--- src/hdl/p_square_quantile_estimator_macros.svh ---
// assertion macros for the p-square quantile estimator
// used by p_square_quantile_estimator.sv, no other dependencies
`ifndef P_SQUARE_QUANTILE_ESTIMATOR_MACROS_SVH
`define P_SQUARE_QUANTILE_ESTIMATOR_MACROS_SVH
`ifndef SYNTH
`define PSQ_ASSERT_IMPLY(lbl, clk, rstn, ante, cons) \
    lbl: assert property (@(posedge clk) disable iff (!rstn) (ante) |-> (cons)) \
        else $error("p-square check failed");
`define PSQ_ASSERT_NEXT(lbl, clk, rstn, ante, cons) \
    lbl: assert property (@(posedge clk) disable iff (!rstn) (ante) |=> (cons)) \
        else $error("p-square check failed");
`else
`define PSQ_ASSERT_IMPLY(lbl, clk, rstn, ante, cons)
`define PSQ_ASSERT_NEXT(lbl, clk, rstn, ante, cons)
`endif
`endif

--- src/hdl/psq_pkg.sv ---
// shared types and constants for the p-square quantile estimator
// no dependencies
`default_nettype none
package psq_pkg;

    localparam int SAMPLE_WIDTH_DEF   = 32;
    localparam int POSITION_WIDTH_DEF = 32;

    localparam int INC_W   = 17;
    localparam int START_W = 19;
    localparam int CFG_W   = 19;
    localparam int CFG_IDX_W = 3;

    localparam logic [CFG_IDX_W-1:0] REG_INC_LOWER    = 3'd0;
    localparam logic [CFG_IDX_W-1:0] REG_INC_MIDDLE   = 3'd1;
    localparam logic [CFG_IDX_W-1:0] REG_INC_UPPER    = 3'd2;
    localparam logic [CFG_IDX_W-1:0] REG_START_LOWER  = 3'd3;
    localparam logic [CFG_IDX_W-1:0] REG_START_MIDDLE = 3'd4;
    localparam logic [CFG_IDX_W-1:0] REG_START_UPPER  = 3'd5;

    localparam logic [INC_W-1:0]   INC_LOWER_RST    = 17'd16384;
    localparam logic [INC_W-1:0]   INC_MIDDLE_RST   = 17'd32768;
    localparam logic [INC_W-1:0]   INC_UPPER_RST    = 17'd49152;
    localparam logic [START_W-1:0] START_LOWER_RST  = 19'd65536;
    localparam logic [START_W-1:0] START_MIDDLE_RST = 19'd131072;
    localparam logic [START_W-1:0] START_UPPER_RST  = 19'd196608;

    typedef enum logic { OP_MUL, OP_DIV } arith_op_t;

    typedef struct packed {
        logic      start;
        arith_op_t op;
    } arith_req_t;

    typedef struct packed {
        logic signed [31:0] sample;
        logic               batch_end;
    } sample_word_t;

    typedef struct packed {
        logic signed [31:0] estimate;
        logic               warmed_up;
        logic               saturated;
    } result_word_t;

endpackage
`default_nettype wire

--- src/hdl/psq_arith.sv ---
// shared bit-serial multiply / restoring divide unit, one bit per cycle
// depends on psq_pkg
`default_nettype none
module psq_arith
    import psq_pkg::*;
#(
    parameter int SAMPLE_WIDTH   = SAMPLE_WIDTH_DEF,
    parameter int POSITION_WIDTH = POSITION_WIDTH_DEF,
    localparam int NW = POSITION_WIDTH + SAMPLE_WIDTH + 2
)
(
    input  wire logic                      clk,
    input  wire logic                      rst_n,
    input  wire arith_req_t                req,
    input  wire logic [NW-1:0]             opa,
    input  wire logic [POSITION_WIDTH-1:0] opb,
    output logic                           done,
    output logic [NW-1:0]                  result
);

    localparam int PW   = POSITION_WIDTH;
    localparam int CNTW = $clog2(NW + 1);

    typedef enum logic { A_IDLE, A_RUN } astate_t;

    astate_t         state_reg;
    arith_op_t       op_reg;
    logic [CNTW-1:0] cnt_reg;
    logic [NW-1:0]   acc_reg;
    logic [NW-1:0]   sh_reg;
    logic [PW-1:0]   rem_reg;
    logic [PW-1:0]   den_reg;
    logic            done_reg;

    logic [PW:0]     rshift;
    logic [NW-1:0]   add_x;
    logic [NW-1:0]   add_y;
    logic            add_cin;
    logic [NW:0]     add_sum;

    // one adder: accumulate for multiply, trial subtract for divide
    always_comb
    begin
        rshift = {rem_reg, sh_reg[NW-1]};
        if (op_reg == OP_MUL)
        begin
            add_x   = acc_reg;
            add_y   = sh_reg;
            add_cin = 1'b0;
        end
        else
        begin
            add_x   = NW'(rshift);
            add_y   = ~NW'(den_reg);
            add_cin = 1'b1;
        end
        add_sum = {1'b0, add_x} + {1'b0, add_y} + (NW+1)'(add_cin);
    end

    always_ff @(posedge clk or negedge rst_n)
    begin
        if (!rst_n)
        begin
            state_reg <= A_IDLE;
            op_reg    <= OP_MUL;
            cnt_reg   <= '0;
            acc_reg   <= '0;
            sh_reg    <= '0;
            rem_reg   <= '0;
            den_reg   <= '0;
            done_reg  <= 1'b0;
        end
        else
        begin
            done_reg <= 1'b0;
            case (state_reg)
                A_IDLE:
                begin
                    if (req.start)
                    begin
                        op_reg  <= req.op;
                        acc_reg <= '0;
                        sh_reg  <= opa;
                        if (req.op == OP_MUL)
                        begin
                            rem_reg   <= opb;
                            cnt_reg   <= CNTW'(PW);
                            state_reg <= A_RUN;
                        end
                        else
                        begin
                            rem_reg <= '0;
                            den_reg <= opb;
                            cnt_reg <= CNTW'(NW);
                            // zero divisor gives a zero quotient at once
                            if (opb == '0)
                                done_reg <= 1'b1;
                            else
                                state_reg <= A_RUN;
                        end
                    end
                end
                A_RUN:
                begin
                    if (op_reg == OP_MUL)
                    begin
                        if (rem_reg[0])
                            acc_reg <= add_sum[NW-1:0];
                        sh_reg  <= {sh_reg[NW-2:0], 1'b0};
                        rem_reg <= {1'b0, rem_reg[PW-1:1]};
                    end
                    else
                    begin
                        acc_reg <= {acc_reg[NW-2:0], add_sum[NW]};
                        sh_reg  <= {sh_reg[NW-2:0], 1'b0};
                        rem_reg <= add_sum[NW] ? add_sum[PW-1:0] : rshift[PW-1:0];
                    end
                    cnt_reg <= cnt_reg - CNTW'(1);
                    if (cnt_reg == CNTW'(1))
                    begin
                        done_reg  <= 1'b1;
                        state_reg <= A_IDLE;
                    end
                end
                default:
                    state_reg <= A_IDLE;
            endcase
        end
    end

    assign done   = done_reg;
    assign result = acc_reg;

endmodule
`default_nettype wire

--- config.mk ---
export PLATFORM = sky130hd
export DESIGN_NAME = psq_arith
export DESIGN_NICKNAME = d
export VERILOG_FILES = /design/src/hdl/p_square_quantile_estimator_macros.svh /design/src/hdl/psq_pkg.sv /design/src/hdl/psq_arith.sv
export SDC_FILE = /design/constraint.sdc
export NUM_CORES = 1
export LEC_CHECK = 0
export BUFFER_PORTS_ARGS = -buffer_cell sky130_fd_sc_hd__buf_2
export CORE_MARGIN = 2
export CORE_UTILIZATION = 35
export CTS_CLUSTER_SIZE = 8
export DETAILED_ROUTE_END_ITERATION = 6
export PLACE_DENSITY_LB_ADDON = 0.3
export SYNTH_ARGS = -nofsm -noshare
export SYNTH_HDL_FRONTEND = slang
export SYNTH_SLANG_ARGS = --single-unit
--- constraint.sdc ---
create_clock -name clk -period 9.4 [get_ports clk]
set_input_delay 1.88 -clock clk [delete_from_list [all_inputs] [get_ports clk]]
set_output_delay 1.88 -clock clk [all_outputs]
set_load 0.05 [all_outputs]
* Word level (Yosys, flattened, before mapping) *
Index checks and enable logic that the tools add are counted.

word-level totals
  register bits = 206
  input bits = 102
  output and inout port bits = 67
  logic and storage cells = 47

operators by class
  add/sub/neg operators = 3
  eq/ne operators = 3
  mux-type cells = 27
  bitwise logic cells = 2
  reduce and logical (&&, ||, !) cells = 4

operators with widths
  kind                 number
  $mux 66              6
  $pmux 66 s2          2
  $mux 32              4
  $add 66x66->67       1
  $add 67x1->67        1
  $not 32->66          1
  $pmux 32 s2          1
  $logic_not 32->1     1
  $mux 7               2
  $pmux 7 s2           1
  $mux 1               9
  $eq 7x1->1 const B   1
  $sub 7x1->7 const B  1
  $pmux 1 s2           2
  $reduce_and 2->1     2
  $ne 3x1->1 const B   1
  $reduce_and 3->1     1
  $ne 2x2->1 const B   1
  $not 1->1            1

* Logic depth before layout (Yosys ltp) *
Gate-level depths: netlist (run 1).

  depth in word-level cells = 7
  mapped depth = 19
  gate-level depth less buffers = 13

* Worst setup path before layout (run 1) *
No wires, ideal clock.

  kind = reg2reg
  start point = reg op_reg
  end point = reg rem_reg[29]
  library setup time = 138 ps
  arrival time = 4,432 ps
  required time = 9,262 ps
  path slack = 4,829 ps
  stages on the path, launching flop included = 18
  buffers on the path = 5
  period minus slack after synthesis = 4,571 ps
  cell sequence = dfrtp_1 > clkbuf_1 > clkbuf_1 > clkbuf_1 > mux2_2 > fa_1 > fa_1 > a21o_1 > a221o_1 > o21ai_1 > o21ai_1 > a211oi_2 > o31a_2 > o21a_1 > buf_6 > buf_6 > mux2i_1 > o22ai_1

on the way
  word-level cells in the longest chain between the ends = 6
  elaborated cells on any way between the ends = 8
  classes of those cells = 2 x add/sub; 6 x mux

ends and longest elaborated chain
  what                    RTL line          source
  start, declared         psq_arith.sv:27   arith_op_t op_reg;
  start signal, assigned  psq_arith.sv:81   op_reg <= req.op;
  $mux 66                 psq_arith.sv:45   if (op_reg == OP_MUL)
  $add 66x66->67          psq_arith.sv:57   add_sum = {1'b0, add_x} + {1'b0, add_y} + (NW+1)'(add_cin);
  $add 67x1->67           psq_arith.sv:57
  $mux 32                 psq_arith.sv:116  rem_reg <= add_sum[NW] ? add_sum[PW-1:0] : rshift[PW-1:0];
  $mux 32 *               psq_arith.sv:105  if (op_reg == OP_MUL)
  $pmux 32 s2 *           psq_arith.sv:76   case (state_reg)
  end signal, assigned    psq_arith.sv:86   rem_reg <= opb;
  end signal, assigned    psq_arith.sv:110  rem_reg <= {1'b0, rem_reg[PW-1:1]};
  end signal, assigned    psq_arith.sv:116
  end, declared           psq_arith.sv:31   logic [PW-1:0] rem_reg;

Every way passes the cells marked *; elsewhere a longest branch is shown, timed or not.
A chain may end at the register's enable or synchronous reset.

* Worst setup path in the final report (run 1) *
  start point = reg op_reg
  end point = reg rem_reg[10]

Same word-level chain as after synthesis.

==> results of run 1 <==
==> worst paths after layout <==
path,startpoint,end,slack (ns)
max,op_reg,rem_reg[10],3.27
min,sh_reg[9],sh_reg[10],0.49
max reg2reg,op_reg,rem_reg[10],3.27
min reg2reg,sh_reg[9],sh_reg[10],0.49
max in group asynchronous,rst_n,rem_reg[30],6.67
min in group asynchronous,rst_n,rem_reg[8],1.30
==> per-layer routing <==
| metal | global-route usage (%) | share of wire (%) | routed length, um |
|---|---|---|---|
| met1 | 29.1 | 46 | 21300 |
| met3 | 3.58 | 6.1 | 2820 |
| met5 | 0 | 0.024 | 11 |
| met4 | 5.01 | 2.4 | 1130 |
| met2 | 33.7 | 46 | 21200 |
==> cells by family (layout without fill, tap and decap cells) <==
group / Yosys count / after routing / share of synthesized area, %
buffers and inverters: 141 / 245 / 3.99
flip-flops: 206 / 206 / 34.7
XOR/XNOR: 51 / 51 / 3.01
adder cells (fa/ha/maj): 70 / 70 / 6.00
AO/OA/AOI/OAI: 537 / 537 / 23.0
AND/OR/NAND/NOR: 497 / 497 / 15.8
multiplexers: 192 / 192 / 13.5
other: 0 / 3 / 0
==> cell type report <==
cell class	instances	area, um2
fillers	4215	25100
well taps	539	674
repair buffers	185	980
clock buffers	37	787
clock inverters	2	21.3
inverters	21	78.8
flip-flops and latches	206	5160
multi-input cells	1347	9120
diodes	3	7.51
==> cell usage in the layout (no fill, tap or decap), types with 6 or more instances in the layout <==
cell         n
a22oi_1     23
o22ai_1     29
ha_1        68
inv_1       20
buf_2      166
a31oi_1     13
xor2_1      22
clkbuf_16   30
nor2b_1     35
o21ai_1      8
dfrtp_1    204
a221oi_1    38
nand2_1    169
a32oi_1      8
o21a_1      10
o31ai_1     10
buf_4       18
mux2i_1    127
nand2b_1    11
xnor2_1     29
o21ai_0    158
nor3_1      14
o21bai_1     9
mux2_2      65
o211ai_1    10
nor2_1     125
nand4_1     29
and3_1      22
and2_1       8
nor4_1      10
clkbuf_1     6
a21oi_1    123
or2_2       37
nand3_1     24
a21o_1      51
==> tightest hold or removal path: stages, from the launching register on <==
cell	delay [ns]
dfrtp_1	0.36
nand2_1	0.06
o21ai_0	0.06
==> stage by stage <==
| stage | instances | cell area [um2] |
|---|---|---|
| after floorplan | 1694 | 14800 |
| final | 2340 | 16800 |
| after global routing | 2337 | 16800 |
| after detailed placement | 2298 | 16000 |
| after CTS | 2337 | 16800 |
| after global placement | 2298 | 16000 |
==> results.md, run 1 <==
- Core outline area: 41900 um2
- Remaining global-route overflow: 0
- Gpl congestion: just over 0.9
- DRC Markers: 0
- Avg WL per Cell: just under 20 um
- Critical-path cell list: buf_4 > mux2_2 > ha_1 > a21oi_1 > o21ai_1 > a2111oi_1 > o21ai_1 > a211oi_2 > o31a_2 > o21a_2 > mux2i_1 > o22ai_1
- WP depth: 12
- Pre-CTS setup slack: about 3.4 ns
- Clock slew at reported path FFs: ~0.060 ns
- CTS Buffer Depth: 3
- Final nets: roughly 2000
- Crit path capture type: flop
- Most common library cells after synthesis: 206 x dfrtp_1, 169 x nand2_1, 158 x o21ai_0
- Fraction of layout cells with a size suffix above 1: between 10% and 20%
- Detailed placement HPWL: 33600 um
- CP Max Fanout: 83
- GRT Total Usage: a little over a fifth
- Die area: 44100 um2
- Final setup violation count: 0
- Initial antenna violation count: 4
- Max_slew headroom: between 15 and 20%
- Largest net degree at the start of global routing: approximately 90
- Die H: ~210 um
- Final WS setup: around 3.3 ns
- Post-synthesis instance area: about 15000 um2
- Synth async-reset ratio: 100%
- Synthesis-stage register bit count: roughly 200
- Initial drt markers: 1042
- Via density: 5.74
- First-pass GRT wire length: 74100 um
- Hold Vio Cnt, Final: 0
- TritonCTS buffer count: 30
- Maxcap violations: 0
- H-tree depth: 1
- Worst path required time: slightly below 10 ns
- Most frequent CP cell: o21ai_1
- Synth unique cells: 70
- Top-area cell type share of the netlist area: a little over a third
- Setup CP Type: flop to flop
- Syn Inst Count: around 1700
- CP Launch Type: flop
- Cell family with most CP delay: compound AO/OA/AOI/OAI gates
- Post-CTS setup buffer count: 0
- Chip width: ~210 um
- Wirelength, routed: about 46000 um
- Tcrit/Tclk final: around 65%
- EDFF count, synth: 0
- Minimum clock period: approximately 6.1 ns
- Actual slew at the worst max-slew pin: around 1.2 ns
- Final Util: between 40% and 50%
- Max Fclk: ~0.16 GHz
- CP bufs+invs: 1
- Site row count: 75
- Arr. time, crit path: between 6 and 7 ns
- Final Skew: ~0.036 ns
- Hold_ws: slightly below 0.5 ns
- DRT Pass-1 Iters: 7
- Vias in the first global route: approximately 13000
- Vias: between 10000 and 15000
- Latest clock arrival within the worst-skew pair: just under 0.6 ns
- Port bufs: ~170
- Most common flop cell mapped by yosys: dfrtp_1
- Initial Util: between 30 and 40%
- Area grow syn2layout: 13.4%
- Mapped Nets: around 1900
- Hold_buf cts: 0
- Post-detailed-route count of antenna-violating nets: 0
- Setup TNS: 0 ns
- RSZ-0062 raised after global routing: no
- Hold Crit Class: flop to flop
- Yosys warnings: 0
- Dominant cells by area after synthesis: dfrtp_1 35%, mux2i_1 8.6%, ha_1 5.7%
- Sequential fraction of the synthesis area: about a third
- Root buffer cell: clkbuf_16
- Post-synth top area cell: dfrtp_1
- Post-CTS sizing: 0
- CTS tree: yes
- Cell with the most instances after synthesis: dfrtp_1
- Hold path depth: 2
- Clock sinks: between 200 and 250
- Register-to-Register Path Depth: 12
- CP max-delay cell: dfrtp_4
- I/O Pins: ~170
- Max stage delay on crit path: roughly 1 ns
- Post-Syn Area per Cell: about 8.8 um2
- Final Slew Violations: 0
- Status: finished clean
Power of run 1 is not shown: default switching activity piles up to over one toggle a cycle in this logic, so the estimate is an artifact.
==> run 2: changes to the inputs <==
==> constraint.sdc (replaced) <==
create_clock -name clk -period 6.2 [get_ports clk]
set_input_delay 1.24 -clock clk [delete_from_list [all_inputs] [get_ports clk]]
set_output_delay 1.24 -clock clk [all_outputs]
set_load 0.05 [all_outputs]
==> run 2 against run 1 <==
Cell count hardly changed; final area rose by 0.50%; worst hold slack improved by 0.013 ns; first-iteration DRC count down 10%; utilization grew 0.20 points; maximum frequency is 22% higher; setup slack got worse by 2.1 ns; non-clock buffer count rose by 5; highest routed layer unchanged.
==> results.md, run 2 (synthesis gave the netlist of run 1 again) <==
- Core outline area: between 40000 and 50000 um2
- TritonCTS buffer count: 30
- Status: finished clean
- Hold_ws: just over 0.5 ns
- Remaining global-route overflow: 0
- H-tree depth: 1
- Root buffer cell: clkbuf_16
- Largest net degree at the start of global routing: roughly 120
- CP endpoint: rem_reg[12]
- Initial Util: between 30% and 40%
- Vias in the first global route: 13100
- R2r endpoint: rem_reg[12]
- Actual slew at the worst max-slew pin: between 1 and 1.5 ns
- Post-CTS sizing: 0
- DRT Pass-1 Iters: 7
- Gpl congestion: just under 0.9
- GRT Total Usage: about a fifth
- Hold Vio Cnt, Final: 0
- Avg WL per Cell: around 20 um
- Metal1 wirelength: 22000 um
- Worst path required time: about 6.6 ns
- Post-detailed-route count of antenna-violating nets: 0
- Max Fclk: about 0.2 GHz
- Fraction of layout cells with a size suffix above 1: a little under a fifth
- Wirelength, routed: 47400 um
- Setup CP Type: flop to flop
- Clock sinks: approximately 200
- First-pass GRT wire length: between 70000 and 80000 um
- Initial antenna violation count: 4
- CTS Buffer Depth: 3
- RSZ-0062 raised after global routing: no
- Crit path capture type: flop
- CTS tree: yes
- Final Skew: 0.0140 ns
- Hold Crit Class: flop to flop
- Initial drt markers: around 940
- Final nets: approximately 2000
- CP Launch Type: flop
- Metal2 WL: about 21000 um
- Highest Signal Layer: met5
- Hold_buf cts: 0
- Detailed placement HPWL: ~34000 um
- Tcrit/Tclk final: 80.7%
- Commonest non-fill, non-tap cells in the layout: 204 x dfrtp_1, 169 x nand2_1, 166 x buf_2
- Via density: between 5 and 6
- Setup TNS: 0 ns
- CP Max Fanout: 26
- Final Slew Violations: 0
- Site row count: 75
- Met3 WL: ~2900 um
- Latest clock arrival within the worst-skew pair: approximately 0.57 ns
- Arr. time, crit path: between 5 and 6 ns
- Register-to-Register Path Depth: 14
- DRC Markers: 0
- Final setup violation count: 0
- I/O Pins: approximately 170
- Critical path startpoint: op_reg
- Max_slew headroom: between 30 and 40%
- Port bufs: 168
- Clock slew at reported path FFs: around 0.05 ns
- Maxcap violations: 0
- Most common cell after layout, fill and taps aside: dfrtp_1
- Filler instances: 4218
- Post-CTS setup buffer count: 0
- Worst r2r src: op_reg
- Die H: around 210 um
- Die area: about 44000 um2
- Vias: between 10000 and 15000
- Minimum clock period: between 5 and 6 ns
- Chip width: about 210 um
- Area grow syn2layout: 13.9%
- Register-to-register path setup slack: about 1.2 ns
==> run 2: cell types whose count changed in the layout (fill, tap and decap cells not counted), sizes merged <==
cell and delta:
buf +5, clkbuf -1, clkinv -1, diode -1
==> run 2: worst max-delay path: stages (launching register included) <==
cell	delay (ns)
dfrtp_4	0.60
buf_4	0.36
a21oi_1	0.17
fa_1	0.44
fa_1	0.42
a21o_1	0.22
a221o_1	0.32
o21ai_1	0.33
o21ai_1	0.24
a211oi_2	0.28
o31a_2	0.24
o21a_2	0.62
buf_12	0.27
mux2i_1	0.21
o22ai_1	0.10
==> run 2: metal layers <==
layer	GRT usage, %	vias to the layer above
met2	33.3	378
met1	29.7	6445
met5	0	-
met3	4.47	76
met4	5.31	4
li1	-	6428
==> run 2: worst min-delay path by stage <==
stage | startpoint | to | slack [ns] | cells after the start
5_1_grt | den_reg[2] | den_reg[2] | 0.52 | 1
4_1_cts | sh_reg[61] | sh_reg[62] | 0.51 | 2
2_1_floorplan | cnt_reg[5] | cnt_reg[5] | 0.46 | 2
3_5_place_dp | den_reg[5] | den_reg[5] | 0.49 | 1
6_report | den_reg[5] | den_reg[5] | 0.50 | 1
3_3_place_gp | den_reg[5] | den_reg[5] | 0.49 | 1
==> run 2: metrics by stage <==
step | worst slack (ns) | cells | util [%] | area (um2)
after floorplan | 1.63 | 1694 | - | 14800
after global placement | 1.42 | 2303 | 38.4 | 16100
after detailed placement | 1.18 | 2303 | 38.4 | 16100
after CTS | 1.19 | 2340 | 40.3 | 16900
after global routing | 0.904 | 2340 | 40.3 | 16900
final | 1.20 | 2342 | 40.3 | 16900
==> run 2: area by class of cell <==
| class | count | area (um2) | share of cell area, % |
|---|---|---|---|
| Inverter | 21 | 78.8 | 0.466 |
| Timing Repair Buffer | 190 | 1050 | 6.24 |
| Tap cell | 539 | 674 | 3.99 |
| Multi-Input combinational cell | 1347 | 9120 | 53.9 |
| Antenna cell | 2 | 5.00 | 0.0296 |
| Clock buffer | 36 | 815 | 4.82 |
| Clock inverter | 1 | 5.00 | 0.0296 |
| Sequential cell | 206 | 5160 | 30.5 |
Power of run 2 is left out for the same reason.
==> run 3: changes to the inputs <==
--- a/config.mk
+++ b/config.mk
@@ -5,6 +5,7 @@
 export SDC_FILE = /design/constraint.sdc
 export NUM_CORES = 1
 export LEC_CHECK = 0
+export ABC_AREA = 1
 export BUFFER_PORTS_ARGS = -buffer_cell sky130_fd_sc_hd__buf_2
 export CORE_MARGIN = 2
 export CORE_UTILIZATION = 35
==> constraint.sdc (replaced) <==
create_clock -name clk -period 4.24 [get_ports clk]
set_input_delay 0.848 -clock clk [delete_from_list [all_inputs] [get_ports clk]]
set_output_delay 0.848 -clock clk [all_outputs]
set_load 0.05 [all_outputs]
==> run 3 against run 2 <==
Critical endpoint is now rem_reg[31]; via count up 31%; die area up 9.0%; utilization about the same; sequential share of layout area down 2.5 points; setup slack worse by 1.0 ns; maximum frequency up 23%; highest routed layer is now met4; largest cell class unchanged; global-route usage up 7.2 points; sequential cell count unchanged.
==> results.md, run 3 <==
- CP Max Fanout: between 80 and 90
- Hold Vio Cnt, Final: 0
- CP max-delay cell: dfrtp_4
- Fraction of layout cells with a size suffix above 1: a little over a tenth
- Final Skew: 0.0432 ns
- Post-CTS sizing: 0
- Final nets: roughly 2900
- Crit path capture type: flop
- Final Util: 40.4%
- DRT Pass-1 Iters: 6
- EDFF count, synth: 0
- Clock slew at reported path FFs: 0.05 ns
- Max Fclk: 0.245 GHz
- Top-area cell type share of the netlist area: a little under a third
- Sequential fraction of the synthesis area: between 30% and 40%
- RSZ-0062 raised after global routing: no
- Tcrit/Tclk final: a little over nine tenths
- Critical-path cell list: buf_12 > buf_4 > or2_2 > ha_1 > a21oi_1 > o21ai_0 > a21oi_2 > nand2_1 > a21oi_4 > nand2_8 > nand2_1 > nand3_1 > a21oi_1
- Initial Util: between 30 and 40%
- Initial antenna violation count: 1
- Minimum clock period: 4.08 ns
- Remaining global-route overflow: 0
- Max stage delay on crit path: roughly 0.60 ns
- CP bufs+invs: 2
- Max_slew headroom: 22.8%
- Mapped Nets: roughly 2700
- Post-detailed-route count of antenna-violating nets: 0
- Vias: 17500
- First-pass GRT wire length: between 100000 and 150000 um
- Final setup violation count: 0
- H-tree depth: 1
- Core outline area: 45600 um2
- Synth async-reset ratio: 100%
- Actual slew at the worst max-slew pin: around 1.2 ns
- Maxcap violations: 0
- Post-synthesis instance area: 16200 um2
- CP Launch Type: flop
- Setup CP Type: flop to flop
- CTS Buffer Depth: 3
- Avg WL per Cell: slightly above 20 um
- Yosys warnings: 0
- Area grow syn2layout: 13.5%
- Die H: 219 um
- Clock sinks: 206
- Vias in the first global route: ~17000
- Setup TNS: 0 ns
- Initial drt markers: about 1600
- # diodes: 0
- Site row count: 78
- Wirelength, routed: 68200 um
- Largest net degree at the start of global routing: 104
- Chip width: ~220 um
- I/O Pins: between 150 and 200
- DRC Markers: 0
- Hold_buf cts: 0
- Post-CTS setup buffer count: 0
- Port bufs: between 150 and 200
- Latest clock arrival within the worst-skew pair: approximately 0.6 ns
- Cell with the most instances after synthesis: nand2_1
- Filler instances: between 4000 and 5000
- Syn Inst Count: 2557
- Dominant cells by area after synthesis: dfrtp_1 32%, nand2_1 18%, inv_1 8.7%
- Synthesis-stage register bit count: 206
- Die area: between 40000 and 50000 um2
- Post-Syn Area per Cell: ~6.3 um2
- Hold Crit Class: input port to asynchronous set/reset pin
- Arr. time, crit path: between 4 and 5 ns
- Status: finished clean
- GRT Total Usage: between 20% and 30%
- Most common flop cell mapped by yosys: dfrtp_1
- Via density: 5.34
- Commonest non-fill, non-tap cells in the layout: 775 x nand2_1, 376 x inv_1, 227 x nor2_1
- Synth unique cells: 47
- Most common library cells after synthesis: 776 x nand2_1, 377 x inv_1, 229 x nor2_1
- Final Slew Violations: 0
- TritonCTS buffer count: 30
- Gpl congestion: 0.972
- Detailed placement HPWL: ~55000 um
- Most common cell after layout, fill and taps aside: nand2_1
- Post-synth top area cell: dfrtp_1
- Root buffer cell: clkbuf_16
- CTS tree: yes
- Worst path required time: between 4 and 5 ns
- Cell family with most CP delay: compound AO/OA/AOI/OAI gates
==> run 3: cell types whose count changed in the layout (fill, tap and decap cells not counted), sizes merged, moves of 66 or more <==
| cell | change |
|---|---|
| mux2i | -126 |
| nor2 | +113 |
| o21ai | +66 |
| inv | +366 |
| nand2 | +615 |
| nand3 | +104 |
==> run 3: cell type report <==
cell class / count / area, um2 / share of cell area, %
inverters: 388 / 1460 / 7.94
multi-input cells: 1864 / 9190 / 49.9
repair buffers: 189 / 1030 / 5.62
clock inverters: 2 / 23.8 / 0.129
well taps: 600 / 751 / 4.08
clock buffers: 36 / 783 / 4.26
flip-flops and latches: 206 / 5160 / 28.0
==> run 3: stage by stage <==
| step | hold WS, ns | cell area [um2] | cells | setup slack, ns |
|---|---|---|---|---|
| detailed placement | 0.468 | 17600 | 3247 | 0.331 |
| finish | 0.324 | 18400 | 3285 | 0.158 |
| floorplan | 0.448 | 16200 | 2557 | 0.963 |
| global placement | 0.461 | 17600 | 3247 | 0.355 |
| global route | 0.395 | 18400 | 3285 | 0.0110 |
| CTS | 0.379 | 18400 | 3285 | 0.345 |
==> run 3: worst paths after layout <==
kind / startpoint / end / slack (ns) / cells past startpoint
setup reg to reg: op_reg / rem_reg[31] / 0.16 / 13
hold / removal: rst_n / sh_reg[0] / 0.32 / 1
max in group asynchronous: rst_n / state_reg / 3.00 / 2
hold reg to reg: den_reg[28] / den_reg[28] / 0.48 / 2
setup / recovery: op_reg / rem_reg[31] / 0.16 / 13
min in group clk: opa[56] / sh_reg[56] / 0.46 / 3
==> run 3: metal layers <==
| layer | up-vias | wire, um | track usage, % |
|---|---|---|---|
| li1 | 8422 | - | - |
| met1 | 8425 | 32900 | 42.3 |
| met2 | 596 | 28400 | 41.5 |
| met3 | 87 | 5320 | 5.81 |
| met4 | 0 | 1550 | 6.82 |
| met5 | - | 0 | 0 |
==> run 3: worst register-to-register path, delay by kind of cell (launching register included) <==
family / cells / cell delay (ns)
buffers and inverters: 2 / 0.64
DFF: 1 / 0.60
AOI/OAI and AO/OA: 5 / 1.24
and+or+nand+nor: 5 / 1.19
adders and majority gates: 1 / 0.35
==> run 3: logic make-up after synthesis <==
kind of cell / Yosys count / synth area share [%]
AO/OA/AOI/OAI: 546 / 18.8
XOR/XNOR: 31 / 1.67
adder cells (fa/ha/maj): 70 / 5.49
buffers and inverters: 487 / 11.7
flip-flops: 206 / 31.8
multiplexers: 1 / 0.0617
AND/OR/NAND/NOR: 1216 / 30.6
Power of run 3 is left out for the same reason.
